<file path="src/beq_pkg.sv">
// shared constants, codes and controller/datapath interface types
`timescale 1ns / 1ps

package beq_pkg;

    // default sizes
    localparam int SECTIONS_DEF       = 4;
    localparam int SAMPLE_BITS_DEF    = 24;
    localparam int COEF_FRAC_BITS_DEF = 27;

    // fixed field and arithmetic widths
    localparam int COEFS_PER_SECTION = 5;
    localparam int SIGNAL_BITS       = 32;
    localparam int STATE_BITS        = 40;
    localparam int COEF_BITS         = 32;
    localparam int ENABLE_BITS       = 4;
    localparam int SEL_W             = 2;
    localparam int COEF_IDX_W        = 3;
    localparam int CFG_DATA_W        = 32;
    localparam int CFG_ADDR_W        = 3;

    // operation codes carried in tuser
    localparam logic OP_SAMPLE = 1'b0;
    localparam logic OP_COEF   = 1'b1;

    // register index of section_enable (paddr word bit)
    localparam logic REG_SECTION_ENABLE = 1'b0;

    // coefficient slots within one section
    localparam logic [COEF_IDX_W-1:0] COEF_B0 = 3'd0;
    localparam logic [COEF_IDX_W-1:0] COEF_B1 = 3'd1;
    localparam logic [COEF_IDX_W-1:0] COEF_B2 = 3'd2;
    localparam logic [COEF_IDX_W-1:0] COEF_A1 = 3'd3;
    localparam logic [COEF_IDX_W-1:0] COEF_A2 = 3'd4;

    // accumulate operations of the datapath
    typedef enum logic [2:0] {
        ACC_NONE,
        ACC_Y,
        ACC_B1,
        ACC_B2,
        ACC_A1,
        ACC_A2
    } acc_op_t;

    // commands from the controller
    typedef struct packed {
        logic                  load;
        logic                  coef_wr;
        logic                  rd_en;
        logic [COEF_IDX_W-1:0] rd_idx;
        logic                  mul_en;
        logic                  mul_sel_y;
        acc_op_t               acc_op;
        logic                  finish;
    } beq_cmd_t;

    // status back to the controller
    typedef struct packed {
        logic out_full;
    } beq_stat_t;

endpackage

</file>
<file path="src/beq_ram.sv">
// generic single-write, single-read ram with registered read data
`timescale 1ns / 1ps

module beq_ram #(
    parameter int WIDTH = 32,
    parameter int DEPTH = 20,
    localparam int ADDR_W = (DEPTH > 1) ? $clog2(DEPTH) : 1
) (
    input  logic              clk,
    input  logic              we,
    input  logic [ADDR_W-1:0] waddr,
    input  logic [WIDTH-1:0]  wdata,
    input  logic              re,
    input  logic [ADDR_W-1:0] raddr,
    output logic [WIDTH-1:0]  rdata
);

    logic [WIDTH-1:0] mem [DEPTH];
    logic [WIDTH-1:0] rdata_reg;

    // write port
    always_ff @(posedge clk)
    begin
        if (we)
        begin
            mem[waddr] <= wdata;
        end
    end

    // registered read port
    always_ff @(posedge clk)
    begin
        if (re)
        begin
            rdata_reg <= mem[raddr];
        end
    end

    assign rdata = rdata_reg;

endmodule

</file>
<file path="src/beq_ctrl.sv">
// sequencer: walks the sections and, for each enabled one, the steps over its five coefficients
`timescale 1ns / 1ps

module beq_ctrl #(
    parameter int SECTIONS = beq_pkg::SECTIONS_DEF,
    localparam int SEC_W = (SECTIONS > 1) ? $clog2(SECTIONS) : 1
) (
    input  logic                             clk,
    input  logic                             rst_n,
    input  logic                             s_tvalid,
    input  logic                             s_tuser,
    output logic                             s_tready,
    input  logic [beq_pkg::ENABLE_BITS-1:0]  section_enable,
    input  beq_pkg::beq_stat_t               stat,
    output beq_pkg::beq_cmd_t                cmd,
    output logic [SEC_W-1:0]                 sec
);

    typedef enum logic [1:0] {
        ST_IDLE,
        ST_SCAN,
        ST_RUN,
        ST_FINISH
    } state_t;

    localparam logic [2:0] STEP_LAST = 3'd6;

    state_t           state_reg, state_next;
    logic [SEC_W-1:0] sec_reg, sec_next;
    logic [2:0]       step_reg, step_next;
    logic             sec_on;
    logic             sec_last;

    // enable bit of the current section, sections past the register stay off
    always_comb
    begin
        sec_on = 1'b0;
        for (int i = 0; i < beq_pkg::ENABLE_BITS; i++)
        begin
            if (i < SECTIONS && sec_reg == SEC_W'(i))
            begin
                sec_on = section_enable[i];
            end
        end
    end

    assign sec_last = (sec_reg == SEC_W'(SECTIONS - 1));

    // next state and commands
    always_comb
    begin
        state_next  = state_reg;
        sec_next    = sec_reg;
        step_next   = step_reg;
        cmd         = '0;
        cmd.acc_op  = beq_pkg::ACC_NONE;
        s_tready    = 1'b0;
        case (state_reg)
            ST_IDLE:
            begin
                s_tready = 1'b1;
                if (s_tvalid)
                begin
                    if (s_tuser == beq_pkg::OP_COEF)
                    begin
                        cmd.coef_wr = 1'b1;
                    end
                    else
                    begin
                        cmd.load   = 1'b1;
                        sec_next   = '0;
                        state_next = ST_SCAN;
                    end
                end
            end
            ST_SCAN:
            begin
                if (sec_on)
                begin
                    step_next  = '0;
                    state_next = ST_RUN;
                end
                else if (sec_last)
                begin
                    state_next = ST_FINISH;
                end
                else
                begin
                    sec_next = sec_reg + SEC_W'(1);
                end
            end
            ST_RUN:
            begin
                step_next = step_reg + 3'd1;
                // read, multiply and accumulate overlap through the ram and product registers
                case (step_reg)
                    3'd0:
                    begin
                        cmd.rd_en  = 1'b1;
                        cmd.rd_idx = beq_pkg::COEF_B0;
                    end
                    3'd1:
                    begin
                        cmd.rd_en  = 1'b1;
                        cmd.rd_idx = beq_pkg::COEF_B1;
                        cmd.mul_en = 1'b1;
                    end
                    3'd2:
                    begin
                        cmd.rd_en  = 1'b1;
                        cmd.rd_idx = beq_pkg::COEF_B2;
                        cmd.mul_en = 1'b1;
                        cmd.acc_op = beq_pkg::ACC_Y;
                    end
                    3'd3:
                    begin
                        cmd.rd_en  = 1'b1;
                        cmd.rd_idx = beq_pkg::COEF_A1;
                        cmd.mul_en = 1'b1;
                        cmd.acc_op = beq_pkg::ACC_B1;
                    end
                    3'd4:
                    begin
                        cmd.rd_en     = 1'b1;
                        cmd.rd_idx    = beq_pkg::COEF_A2;
                        cmd.mul_en    = 1'b1;
                        cmd.mul_sel_y = 1'b1;
                        cmd.acc_op    = beq_pkg::ACC_B2;
                    end
                    3'd5:
                    begin
                        cmd.mul_en    = 1'b1;
                        cmd.mul_sel_y = 1'b1;
                        cmd.acc_op    = beq_pkg::ACC_A1;
                    end
                    3'd6:
                    begin
                        cmd.acc_op = beq_pkg::ACC_A2;
                    end
                    default:
                    begin
                        cmd.acc_op = beq_pkg::ACC_NONE;
                    end
                endcase
                if (step_reg == STEP_LAST)
                begin
                    if (sec_last)
                    begin
                        state_next = ST_FINISH;
                    end
                    else
                    begin
                        sec_next   = sec_reg + SEC_W'(1);
                        state_next = ST_SCAN;
                    end
                end
            end
            ST_FINISH:
            begin
                if (!stat.out_full)
                begin
                    cmd.finish = 1'b1;
                    state_next = ST_IDLE;
                end
            end
            default:
            begin
                state_next = ST_IDLE;
            end
        endcase
    end

    // state and counters
    always_ff @(posedge clk or negedge rst_n)
    begin
        if (!rst_n)
        begin
            state_reg <= ST_IDLE;
            sec_reg   <= '0;
            step_reg  <= '0;
        end
        else
        begin
            state_reg <= state_next;
            sec_reg   <= sec_next;
            step_reg  <= step_next;
        end
    end

    assign sec = sec_reg;

endmodule

</file>
<file path="src/beq_datapath.sv">
// coefficient store, shared multiplier, accumulator, delay states and output register
`timescale 1ns / 1ps

module beq_datapath #(
    parameter int SECTIONS       = beq_pkg::SECTIONS_DEF,
    parameter int SAMPLE_BITS    = beq_pkg::SAMPLE_BITS_DEF,
    parameter int COEF_FRAC_BITS = beq_pkg::COEF_FRAC_BITS_DEF,
    localparam int SEC_W = (SECTIONS > 1) ? $clog2(SECTIONS) : 1
) (
    input  logic                                    clk,
    input  logic                                    rst_n,
    input  beq_pkg::beq_cmd_t                       cmd,
    input  logic [SEC_W-1:0]                        sec,
    input  logic [SAMPLE_BITS-1:0]                  sample_in,
    input  logic [beq_pkg::SEL_W-1:0]               section_select,
    input  logic [beq_pkg::COEF_IDX_W-1:0]          coef_index,
    input  logic [beq_pkg::COEF_BITS-1:0]           coef_value,
    input  logic                                    block_end,
    input  logic                                    m_tready,
    output logic                                    m_tvalid,
    output logic [SAMPLE_BITS-1:0]                  sample_out,
    output logic                                    clipped,
    output logic                                    block_end_out,
    output beq_pkg::beq_stat_t                      stat
);

    localparam int SIG_W  = beq_pkg::SIGNAL_BITS;
    localparam int ST_W   = beq_pkg::STATE_BITS;
    localparam int CB_W   = beq_pkg::COEF_BITS;
    localparam int PROD_W = CB_W + SIG_W;
    localparam int RND_W  = PROD_W - COEF_FRAC_BITS;
    localparam int ACC_W  = ((RND_W > ST_W) ? RND_W : ST_W) + 2;
    localparam int CDEPTH = SECTIONS * beq_pkg::COEFS_PER_SECTION;
    localparam int ADDR_W = (CDEPTH > 1) ? $clog2(CDEPTH) : 1;

    localparam logic signed [CB_W-1:0]   COEF_ONE = 32'sd1 <<< COEF_FRAC_BITS;
    localparam logic signed [PROD_W-1:0] HALF     = 64'sd1 <<< (COEF_FRAC_BITS - 1);
    localparam logic signed [ACC_W-1:0]  SIG_MAX  = (ACC_W'(1) <<< (SIG_W - 1)) - ACC_W'(1);
    localparam logic signed [ACC_W-1:0]  SIG_MIN  = -SIG_MAX - ACC_W'(1);
    localparam logic signed [ACC_W-1:0]  ST_MAX   = (ACC_W'(1) <<< (ST_W - 1)) - ACC_W'(1);
    localparam logic signed [ACC_W-1:0]  ST_MIN   = -ST_MAX - ACC_W'(1);
    localparam logic signed [SIG_W-1:0]  OUT_MAX  = (32'sd1 <<< (SAMPLE_BITS - 1)) - 32'sd1;
    localparam logic signed [SIG_W-1:0]  OUT_MIN  = -OUT_MAX - 32'sd1;

    logic [7:0]                wr_lin, rd_lin;
    logic [ADDR_W-1:0]         wr_addr, rd_addr;
    logic                      wr_ok, wr_en;
    logic [CB_W-1:0]           ram_q;
    logic [CDEPTH-1:0]         valid_reg;
    logic                      rd_valid_reg, rd_b0_reg;
    logic signed [CB_W-1:0]    coef;
    logic signed [SIG_W-1:0]   x_reg, y_reg, operand;
    logic signed [PROD_W-1:0]  prod_reg, rnd_full, rnd_shift;
    logic signed [ACC_W-1:0]   rnd_ext, acc_a, sum, t1_reg, t2_reg;
    logic signed [ST_W-1:0]    z1_reg [SECTIONS];
    logic signed [ST_W-1:0]    z2_reg [SECTIONS];
    logic                      acc_sub;
    logic                      sig_hi, sig_lo, st_hi, st_lo, out_hi, out_lo;
    logic signed [SIG_W-1:0]   sig_sat;
    logic signed [ST_W-1:0]    st_sat;
    logic                      flag_reg, last_reg;
    logic                      out_valid_reg;
    logic [SAMPLE_BITS-1:0]    out_data_reg, out_sat;
    logic                      out_clip_reg, out_last_reg;

    // coefficient addressing, out-of-range writes are dropped
    assign wr_ok   = (int'(section_select) < SECTIONS) &&
                     (coef_index < 3'(beq_pkg::COEFS_PER_SECTION));
    assign wr_en   = cmd.coef_wr & wr_ok;
    assign wr_lin  = 8'(section_select) * 8'(beq_pkg::COEFS_PER_SECTION) + 8'(coef_index);
    assign rd_lin  = 8'(sec) * 8'(beq_pkg::COEFS_PER_SECTION) + 8'(cmd.rd_idx);
    assign wr_addr = wr_lin[ADDR_W-1:0];
    assign rd_addr = rd_lin[ADDR_W-1:0];

    beq_ram #(
        .WIDTH (CB_W),
        .DEPTH (CDEPTH)
    ) u_coef_ram (
        .clk   (clk),
        .we    (wr_en),
        .waddr (wr_addr),
        .wdata (coef_value),
        .re    (cmd.rd_en),
        .raddr (rd_addr),
        .rdata (ram_q)
    );

    // unwritten entries read as their reset value: b0 one, others zero
    always_comb
    begin
        if (rd_valid_reg)
        begin
            coef = signed'(ram_q);
        end
        else if (rd_b0_reg)
        begin
            coef = COEF_ONE;
        end
        else
        begin
            coef = '0;
        end
    end

    assign operand = cmd.mul_sel_y ? y_reg : x_reg;

    // rounding of the registered product, ties toward plus infinity
    assign rnd_full  = prod_reg + HALF;
    assign rnd_shift = rnd_full >>> COEF_FRAC_BITS;
    assign rnd_ext   = ACC_W'(rnd_shift);

    // shared adder operand select
    always_comb
    begin
        acc_a   = '0;
        acc_sub = 1'b0;
        case (cmd.acc_op)
            beq_pkg::ACC_Y:  acc_a = ACC_W'(z1_reg[sec]);
            beq_pkg::ACC_B1: acc_a = ACC_W'(z2_reg[sec]);
            beq_pkg::ACC_B2: acc_a = '0;
            beq_pkg::ACC_A1:
            begin
                acc_a   = t1_reg;
                acc_sub = 1'b1;
            end
            beq_pkg::ACC_A2:
            begin
                acc_a   = t2_reg;
                acc_sub = 1'b1;
            end
            default: acc_a = '0;
        endcase
    end

    assign sum = acc_sub ? (acc_a - rnd_ext) : (acc_a + rnd_ext);

    // saturation to the signal and state widths
    assign sig_hi  = sum > SIG_MAX;
    assign sig_lo  = sum < SIG_MIN;
    assign sig_sat = sig_hi ? SIG_W'(SIG_MAX) : (sig_lo ? SIG_W'(SIG_MIN) : SIG_W'(sum));
    assign st_hi   = sum > ST_MAX;
    assign st_lo   = sum < ST_MIN;
    assign st_sat  = st_hi ? ST_W'(ST_MAX) : (st_lo ? ST_W'(ST_MIN) : ST_W'(sum));

    // final saturation to the sample width
    assign out_hi  = x_reg > OUT_MAX;
    assign out_lo  = x_reg < OUT_MIN;
    assign out_sat = out_hi ? OUT_MAX[SAMPLE_BITS-1:0] :
                     (out_lo ? OUT_MIN[SAMPLE_BITS-1:0] : x_reg[SAMPLE_BITS-1:0]);

    // control and filter state
    always_ff @(posedge clk or negedge rst_n)
    begin
        if (!rst_n)
        begin
            valid_reg     <= '0;
            out_valid_reg <= 1'b0;
            for (int i = 0; i < SECTIONS; i++)
            begin
                z1_reg[i] <= '0;
                z2_reg[i] <= '0;
            end
        end
        else
        begin
            if (wr_en)
            begin
                valid_reg[wr_addr] <= 1'b1;
            end
            if (cmd.acc_op == beq_pkg::ACC_A1)
            begin
                z1_reg[sec] <= st_sat;
            end
            if (cmd.acc_op == beq_pkg::ACC_A2)
            begin
                z2_reg[sec] <= st_sat;
            end
            if (cmd.finish)
            begin
                out_valid_reg <= 1'b1;
            end
            else if (m_tready)
            begin
                out_valid_reg <= 1'b0;
            end
        end
    end

    // datapath registers
    always_ff @(posedge clk)
    begin
        if (cmd.rd_en)
        begin
            rd_valid_reg <= valid_reg[rd_addr];
            rd_b0_reg    <= (cmd.rd_idx == beq_pkg::COEF_B0);
        end
        if (cmd.mul_en)
        begin
            prod_reg <= coef * operand;
        end
        if (cmd.load)
        begin
            x_reg    <= SIG_W'(signed'(sample_in));
            last_reg <= block_end;
            flag_reg <= 1'b0;
        end
        else
        begin
            case (cmd.acc_op)
                beq_pkg::ACC_Y:
                begin
                    y_reg    <= sig_sat;
                    flag_reg <= flag_reg | sig_hi | sig_lo;
                end
                beq_pkg::ACC_B1: t1_reg <= sum;
                beq_pkg::ACC_B2: t2_reg <= sum;
                beq_pkg::ACC_A1: flag_reg <= flag_reg | st_hi | st_lo;
                beq_pkg::ACC_A2:
                begin
                    flag_reg <= flag_reg | st_hi | st_lo;
                    x_reg    <= y_reg;
                end
                default: flag_reg <= flag_reg;
            endcase
        end
        if (cmd.finish)
        begin
            out_data_reg <= out_sat;
            out_clip_reg <= flag_reg | out_hi | out_lo;
            out_last_reg <= last_reg;
        end
    end

    assign m_tvalid      = out_valid_reg;
    assign sample_out    = out_data_reg;
    assign clipped       = out_clip_reg;
    assign block_end_out = out_last_reg;
    assign stat.out_full = out_valid_reg & ~m_tready;

endmodule

</file>
<file path="src/biquad_eq_cascade.sv">
// top level of the cascaded biquad equalizer
`timescale 1ns / 1ps

// Cascaded biquad equalizer: SECTIONS transposed direct-form-II sections in
// series, each bypassed unless its section_enable bit is set. A request with
// tuser high writes one Q4.27 coefficient (no result); a request with tuser
// low filters one sample and yields one result. Each sample runs through the
// enabled sections on the one shared 32x32 multiplier, fed from the single
// read port of the coefficient ram: each enabled section works through its
// five products in turn. A new request is taken only once the previous sample
// has reached the output register; a result waiting there does not hold up
// the next request. No clearing pass is needed after reset.
module biquad_eq_cascade #(
    parameter int SECTIONS       = beq_pkg::SECTIONS_DEF,
    parameter int SAMPLE_BITS    = beq_pkg::SAMPLE_BITS_DEF,
    parameter int COEF_FRAC_BITS = beq_pkg::COEF_FRAC_BITS_DEF,
    localparam int IN_W  = ((SAMPLE_BITS + beq_pkg::SEL_W + beq_pkg::COEF_IDX_W
                            + beq_pkg::COEF_BITS + 7) / 8) * 8,
    localparam int OUT_W = ((SAMPLE_BITS + 7) / 8) * 8
) (
    input  logic                              clk,
    input  logic                              rst_n,
    // sample_in, section_select, coef_index, coef_value, zero fill
    input  logic [IN_W-1:0]                   s_tdata,
    // operation
    input  logic                              s_tuser,
    input  logic                              s_tlast,
    input  logic                              s_tvalid,
    output logic                              s_tready,
    // sample_out, zero fill
    output logic [OUT_W-1:0]                  m_tdata,
    // clipped
    output logic                              m_tuser,
    output logic                              m_tlast,
    output logic                              m_tvalid,
    input  logic                              m_tready,
    input  logic                              psel,
    input  logic                              penable,
    input  logic                              pwrite,
    input  logic [beq_pkg::CFG_ADDR_W-1:0]    paddr,
    input  logic [beq_pkg::CFG_DATA_W-1:0]    pwdata,
    output logic [beq_pkg::CFG_DATA_W-1:0]    prdata,
    output logic                              pready
);

    localparam int SEC_W  = (SECTIONS > 1) ? $clog2(SECTIONS) : 1;
    localparam int SEL_LO = SAMPLE_BITS;
    localparam int IDX_LO = SEL_LO + beq_pkg::SEL_W;
    localparam int CV_LO  = IDX_LO + beq_pkg::COEF_IDX_W;

    logic [beq_pkg::ENABLE_BITS-1:0]  enable_reg;
    logic                             cfg_wr;
    beq_pkg::beq_cmd_t                cmd;
    beq_pkg::beq_stat_t               stat;
    logic [SEC_W-1:0]                 sec;
    logic [SAMPLE_BITS-1:0]           sample_out;

    // configuration register
    assign pready = 1'b1;
    assign cfg_wr = psel & penable & pwrite & pready &
                    (paddr[2] == beq_pkg::REG_SECTION_ENABLE);

    always_ff @(posedge clk or negedge rst_n)
    begin
        if (!rst_n)
        begin
            enable_reg <= '0;
        end
        else if (cfg_wr)
        begin
            enable_reg <= pwdata[beq_pkg::ENABLE_BITS-1:0];
        end
    end

    assign prdata = (paddr[2] == beq_pkg::REG_SECTION_ENABLE) ?
                    beq_pkg::CFG_DATA_W'(enable_reg) : '0;

    beq_ctrl #(
        .SECTIONS (SECTIONS)
    ) u_ctrl (
        .clk            (clk),
        .rst_n          (rst_n),
        .s_tvalid       (s_tvalid),
        .s_tuser        (s_tuser),
        .s_tready       (s_tready),
        .section_enable (enable_reg),
        .stat           (stat),
        .cmd            (cmd),
        .sec            (sec)
    );

    beq_datapath #(
        .SECTIONS       (SECTIONS),
        .SAMPLE_BITS    (SAMPLE_BITS),
        .COEF_FRAC_BITS (COEF_FRAC_BITS)
    ) u_datapath (
        .clk            (clk),
        .rst_n          (rst_n),
        .cmd            (cmd),
        .sec            (sec),
        .sample_in      (s_tdata[SAMPLE_BITS-1:0]),
        .section_select (s_tdata[IDX_LO-1:SEL_LO]),
        .coef_index     (s_tdata[CV_LO-1:IDX_LO]),
        .coef_value     (s_tdata[CV_LO+beq_pkg::COEF_BITS-1:CV_LO]),
        .block_end      (s_tlast),
        .m_tready       (m_tready),
        .m_tvalid       (m_tvalid),
        .sample_out     (sample_out),
        .clipped        (m_tuser),
        .block_end_out  (m_tlast),
        .stat           (stat)
    );

    assign m_tdata = OUT_W'(sample_out);

endmodule

</file>
<file path="config.mk">
export PLATFORM = sky130hd
export DESIGN_NAME = biquad_eq_cascade
export DESIGN_NICKNAME = d
export VERILOG_FILES = /design/src/beq_pkg.sv /design/src/beq_ram.sv /design/src/beq_ctrl.sv /design/src/beq_datapath.sv /design/src/biquad_eq_cascade.sv
export SDC_FILE = /design/constraint.sdc
export NUM_CORES = 2
export LEC_CHECK = 0
export BUFFER_PORTS_ARGS = -buffer_cell sky130_fd_sc_hd__buf_2
export CAP_MARGIN = 20
export CORE_UTILIZATION = 60
export DETAILED_ROUTE_END_ITERATION = 6
export PLACE_DENSITY_LB_ADDON = 0.15
export SKIP_LAST_GASP = 1
export SLEW_MARGIN = 20
export SYNTH_ARGS = -nofsm -noshare
export SYNTH_HDL_FRONTEND = slang
export SYNTH_SLANG_ARGS = --single-unit
</file>
<file path="constraint.sdc">
create_clock -name clk -period 24.7 [get_ports clk]
set_clock_uncertainty 0.2 [all_clocks]
set_input_delay 2.47 -clock clk [delete_from_list [all_inputs] [get_ports clk]]
set_output_delay 2.47 -clock clk [all_outputs]
set_load 0.1 [all_outputs]
</file>
After elaboration in Yosys (flattened, before gate mapping)
Memory sizes are Yosys's and may differ from the RTL's. A register that Yosys moved wholly into a read port is not among the register bits.
Index checks and enable logic that the tools add are counted.
- RAM bits: 640
- register bits after elaboration: 594
- input bits: 108
- memories: 1
- $lt $le $gt $ge: 12
- bitwise operators: 16
- reduce and logical (&&, ||, !) cells: 20
- eq/ne operators: 24
- add/sub/neg operators: 7
- multipliers: 3
- mux-type cells: 64
- memory list (memory ; depth ; width ; rd ports ; clocked after Yosys merged registers in ; wr ports ; RTL line ; RTL):
    u_datapath.u_coef_ram.mem ; 20 ; 32 ; 1 ; 1 ; 1 ; beq_ram.sv:18 ; logic [WIDTH-1:0] mem [DEPTH];
- operators with widths (kind ; count):
    bitwise mux 160 bit ; 2
    2-to-1 mux 40 bit ; 7
    case mux 42 bit (4 select lines) ; 1
    binary-select mux 40 bit (select 2 bit) ; 2
    2-to-1 mux 32 bit ; 5
    demux 40 bit (select 2 bit) ; 1
    adder 64 x 28 -> 64 bit, second input constant ; 1
    multiplier 32 x 32 -> 64 bit ; 1
    adder 42 x 37 -> 42 bit ; 1
    greater-than comparator 42 x 32 -> 1 bit, second input constant ; 1
    greater-than comparator 42 x 40 -> 1 bit, second input constant ; 1
    less-than comparator 42 x 32 -> 1 bit, second input constant ; 1
    less-than comparator 42 x 40 -> 1 bit, second input constant ; 1
    2-to-1 mux 42 bit ; 1
    subtractor 42 x 37 -> 42 bit ; 1
    greater-than comparator 32 x 24 -> 1 bit, second input constant ; 1
    less-than comparator 32 x 24 -> 1 bit, second input constant ; 1
    2-to-1 mux 2 bit ; 14
    2-to-1 mux 28 bit ; 1
    2-to-1 mux 24 bit ; 1
    bitwise OR 20 bit ; 1
    case mux 4 bit (5 select lines) ; 1
    2-to-1 mux 1 bit ; 18
    equality test 3 bit, second input constant ; 5
    39 further kinds ; 76

Longest topological paths before layout
- word-level depth: 12
- mapped depth: 38

Hierarchy
Synthesis repeated with hierarchy kept, for this count alone.
- cell total of the unflattened synthesis: 7716
- area total of the unflattened synthesis: 90126.4 um^2
- by module, submodules not included (module ; times used ; area each (um^2) ; seq. area each (um^2) ; cells each):
    beq_datapath ; 1 ; 63161.8 ; 15009.4 ; 6224
    beq_ram ; 1 ; 25779.7 ; 20179.4 ; 1362
    beq_ctrl ; 1 ; 755.7 ; 175.2 ; 86
    biquad_eq_cascade ; 1 ; 429.2 ; 100.1 ; 44

Least setup slack after synthesis
No wires, ideal clock.
- path kind: register to register
- start point: register u_ctrl.step_reg[0]
- end point: register u_datapath.prod_reg[63], data pin
- path buffers: 4
- setup slack: 14631 ps
- stages on the path, launching flop included: 34
- arrival time: 9609 ps
- cell sequence: dfrtp_1 > inv_1 > ha_1 > clkbuf_1 > o211ai_1 > clkbuf_1 > clkbuf_1 > mux2i_1 > clkbuf_1 > nor2_1 > fa_1 > inv_1 > fa_1 > inv_1 > fa_1 > fa_1 > inv_1 > fa_1 > inv_1 > fa_1 > inv_1 > fa_1 > inv_1 > fa_1 > ha_1 > a21o_1 > a21o_1 > a21oi_1 > o21ai_0 > a211o_1 > a211o_1 > a21o_1 > a21oi_1 > xnor2_1
- word-level cells in the longest chain between the ends: 6
- RTL lines (what ; RTL line ; RTL):
    start: declaration ; beq_ctrl.sv:30 ; logic [2:0] step_reg, step_next;
    start signal: assignment ; beq_ctrl.sv:186 ; step_reg <= step_next;
    equality test 3 bit ; beq_ctrl.sv:96 ; case (step_reg)
    OR reduction 2 bit (no line) (*) ; - ;
    2-to-1 mux 1 bit (*) ; beq_ctrl.sv:96 ;
    2-to-1 mux 9 bit (*) ; beq_ctrl.sv:58 ; case (state_reg)
    2-to-1 mux 32 bit (*) ; beq_datapath.sv:105 ; assign operand = cmd.mul_sel_y ? y_reg : x_reg;
    multiplier 32 x 32 -> 64 bit (*) ; beq_datapath.sv:199 ; prod_reg <= coef * operand;
    end signal: assignment ; beq_datapath.sv:199 ;
    end: declaration ; beq_datapath.sv:53 ; logic signed [PROD_W-1:0] prod_reg, rnd_full, rnd_shift;
Mark *: on every way between the ends. The rest lies on a longest branch, timed or not.
A chain may end at the register's enable or synchronous reset.

Worst setup path after layout
- start point: register u_ctrl.state_reg[0]
- end point: register u_datapath.prod_reg[63], data pin
- word-level cells in the longest chain between the ends: 4
- RTL lines (what ; RTL line ; RTL):
    start: declaration ; beq_ctrl.sv:28 ; state_t state_reg, state_next;
    start signal: assignment ; beq_ctrl.sv:184 ; state_reg <= state_next;
    equality test 2 bit ; beq_ctrl.sv:58 ;
    2-to-1 mux 9 bit ; beq_ctrl.sv:58 ;
    2-to-1 mux 32 bit ; beq_datapath.sv:105 ;
    multiplier 32 x 32 -> 64 bit ; beq_datapath.sv:199 ;
Every way passes these cells.

==> flow_summary_export.csv <==
group,metric,value,unit
global_routing,grt_pass1_wl,373000,um
worst_setup_path,required,24970,ps
floorplan,die_x,386,um
logic_synthesis,yosys.area.top_type_share,30.1,%
sta,fmax,0.0807,GHz
route,via_per_inst,6.16,
hold_path,hold_class,"reg -> reg",
placed_design,pre_cts_ws,12530,ps
job,drv_cap,0,
logic_synthesis,async_reset_ff_share,28.4,%
floorplan,core,146000,um2
worst_setup_path,path_common_cell,"fa_1",
placed_design,place_area,91400,um2
sta,slew_headroom,16.2,%
sta,setup_slack,12310,ps
sta,maxSlewViolCount,0,
cells_and_area,largest_reg_flops,640,
hold_path,whs_endpoint,"u_datapath.block_end_out$_DFFE_PP_",
route,ant_nets,0,
global_routing,grt_use_total,34.3,%
floorplan,start_util,60.6,%
hold_path,worstHoldPathCells,0,
floorplan,fp-row-count,140,
logic_synthesis,synth_ff_type,"edfxtp_1",
placed_design,port_buffers,106,
clocking,cts_root_buffer,"clkbuf_16",
sta,max_slew.worst_pin.slew,1260,ps
outcome,outcome,"complete, but fails checks",
logic_synthesis,synthTopCellsByCount,"1084 x fa_1, 1032 x nand2_1, 1028 x inv_1",
logic_synthesis,syn-instance-count,7450,
cells_and_area,layout-drive-gt1-share,12.6,%
sta,tns,0,ps
global_routing,overflow,0,
cells_and_area,fin_util,65.4,%
worst_setup_path,cpMaxStageDelayCell,"fa_1",
floorplan,die-area,149000,um2
clocking,cts_resized,0,
worst_setup_path,critPathMaxStageDelay,1150,ps
route,post_drt_wl_per_cell,26.2,um
sta,hold_violations,0,
logic_synthesis,avgSynthCellArea,11.9,um2
route,dr.first_iter.drc_count,5267,
route,dr.pass1.iters,7,
route,drc,1,
clocking,ctsHoldBuffers,0,
hold_path,hp-start,"u_datapath.last_reg$_DFFE_PP_",
logic_synthesis,synth_edf_count,887,
logic_synthesis,ys_types,92,
worst_setup_path,rr_startpoint,"u_ctrl.state_reg[0]$_DFFE_PN0P_",
worst_setup_path,worst_ep_arrival_time,12660,ps
clocking,clock_sinks,1240,
cells_and_area,stdcell_area,95600,um2
sta,fin_crit_sh,50.1,%
worst_setup_path,rr_worst_depth,29,
clocking,clk_pin_slew,60,ps
logic_synthesis,ys_ff_latch,1240,
clocking,cts_made_buffers,120,
outcome,violations,"design-rule violations",
sta,final.min_clock_period,12390,ps
placed_design,dp_hpwl,163000,um
logic_synthesis,synth.most_common_cell,"fa_1",
worst_setup_path,reg2reg_slack,12310,ps
cells_and_area,fillers,11000,
global_routing,first_global_vias,61100,
route,wirelength,248000,um
logic_synthesis,synth_area,88500,um2
worst_setup_path,setup.worst_path.start_class,"flip-flop",
floorplan,io_pins,169,
cells_and_area,synthToLayoutAreaGrowth,7.97,%
clocking,cts_tree,"done",
global_routing,antenna_found_initial,9,
worst_setup_path,rr_endpoint,"u_datapath.prod_reg[63]$_DFFE_PP_",
sta,rsz0062_at_grt,"no",
clocking,cts_setup_buffers,0,
sta,setup_viol,0,
worst_setup_path,crit_type,"reg -> reg",
logic_synthesis,synth.area.top_cells,"edfxtp_1 30%, fa_1 25%, dfrtp_1 10%, mux4_2 7.0%, nand2_1 4.4%",
clocking,cts.path.max_buffers,3,
cells_and_area,nNetsFinal,8882,
logic_synthesis,yosysSeqAreaShare,40.1,%
placed_design,place_congestion,0.961,
worst_setup_path,crit_fanout,49,
clocking,h-tree-depth,3,
floorplan,die_y,386,um
route,vias,58400,
logic_synthesis,synth_warnings,0,
logic_synthesis,yosysTopAreaCell,"edfxtp_1",
clocking,clock_latency,830,ps
worst_setup_path,cp-end-kind,"flip-flop",
global_routing,grt_max_degree,172,
-- how the worst max path moves through the flow --
| stage | slack (ps) | depth (start not counted) | start | endpoint |
|---|---|---|---|---|
| final | 12310 | 29 | u_ctrl.state_reg[0]$_DFFE_PN0P_ | u_datapath.prod_reg[63]$_DFFE_PP_ |
| after global routing | 11970 | 29 | u_ctrl.state_reg[0]$_DFFE_PN0P_ | u_datapath.prod_reg[63]$_DFFE_PP_ |
| after CTS | 12460 | 29 | u_ctrl.state_reg[0]$_DFFE_PN0P_ | u_datapath.prod_reg[63]$_DFFE_PP_ |
| after detailed placement | 12530 | 29 | u_ctrl.state_reg[0]$_DFFE_PN0P_ | u_datapath.prod_reg[63]$_DFFE_PP_ |
| after global placement | 12670 | 29 | u_ctrl.state_reg[0]$_DFFE_PN0P_ | u_datapath.prod_reg[63]$_DFFE_PP_ |
| after floorplan | 14630 | 33 | u_ctrl.step_reg[0]$_DFFE_PN0P_ | u_datapath.prod_reg[63]$_DFFE_PP_ |
-- routing by layer --
layer | GRT usage [%] | share of wire [%] | wire length, um
met4 | 16.6 | 5.5 | 13700
met1 | 44.8 | 37 | 93100
met2 | 55.0 | 47 | 117000
met5 | 0 | 0.024 | 60
met3 | 7.46 | 9.7 | 24000
-- critical path, delay by kind of cell, from the launching register on --
| family | cells | cell delay (ps) |
|---|---|---|
| AO/OA/AOI/OAI | 7 | 2410 |
| XOR/XNOR | 1 | 80 |
| adder cells (fa/ha/maj) | 10 | 5710 |
| buffers and inverters | 8 | 1910 |
| flip-flops | 1 | 400 |
| multiplexers | 1 | 850 |
| AND/OR/NAND/NOR | 2 | 460 |
-- placed cells by master, fill, tap and decap left out, drive strengths merged, types with 22 or more instances in the layout --
cell type	count
fa	1084
nand2	1034
inv	1031
edfxtp	887
nor2	629
o21ai	452
dfrtp	352
mux4	277
buf	263
ha	248
clkbuf	153
a21oi	149
xnor2	108
a22oi	78
mux2	73
a21o	71
xor2	58
clkinv	55
and2	54
nand3	46
nor3	41
mux2i	34
or2	30
conb	29
nand4	26
nand2b	25
and3	22
-- through the flow --
stage | hold slack [ps] | cells
after detailed placement | 205 | 9236
after floorplan | 200 | 7477
final | 222 | 9468
after global routing | 224 | 9467
after CTS | 221 | 9465
after global placement | 202 | 9236
-- area by class of cell --
cell class	instances	area, um2	area share (%)
inverter	1030	3870	4.05
antenna	2	5.00	0.00524
tap	1917	2400	2.51
multi-input combinational	4787	48000	50.2
sequential	1240	35500	37.1
timing repair buffer	263	1750	1.83
clock buffer	153	3190	3.33
clock inverter	76	916	0.958
-- cell families after synthesis --
| kind of cell | after synthesis | synth area share, % |
|---|---|---|
| multiplexers | 384 | 8.36 |
| flip-flops | 1240 | 40.1 |
| buffers and inverters | 1450 | 6.34 |
| other | 2 | 0.00848 |
| XOR/XNOR | 166 | 1.64 |
| adder cells (fa/ha/maj) | 1332 | 28.0 |
| AND/OR/NAND/NOR | 1982 | 9.36 |
| AO/OA/AOI/OAI | 894 | 6.21 |
Power is not shown: default switching activity piles up to over one toggle a cycle in this logic, so the estimate is an artifact.
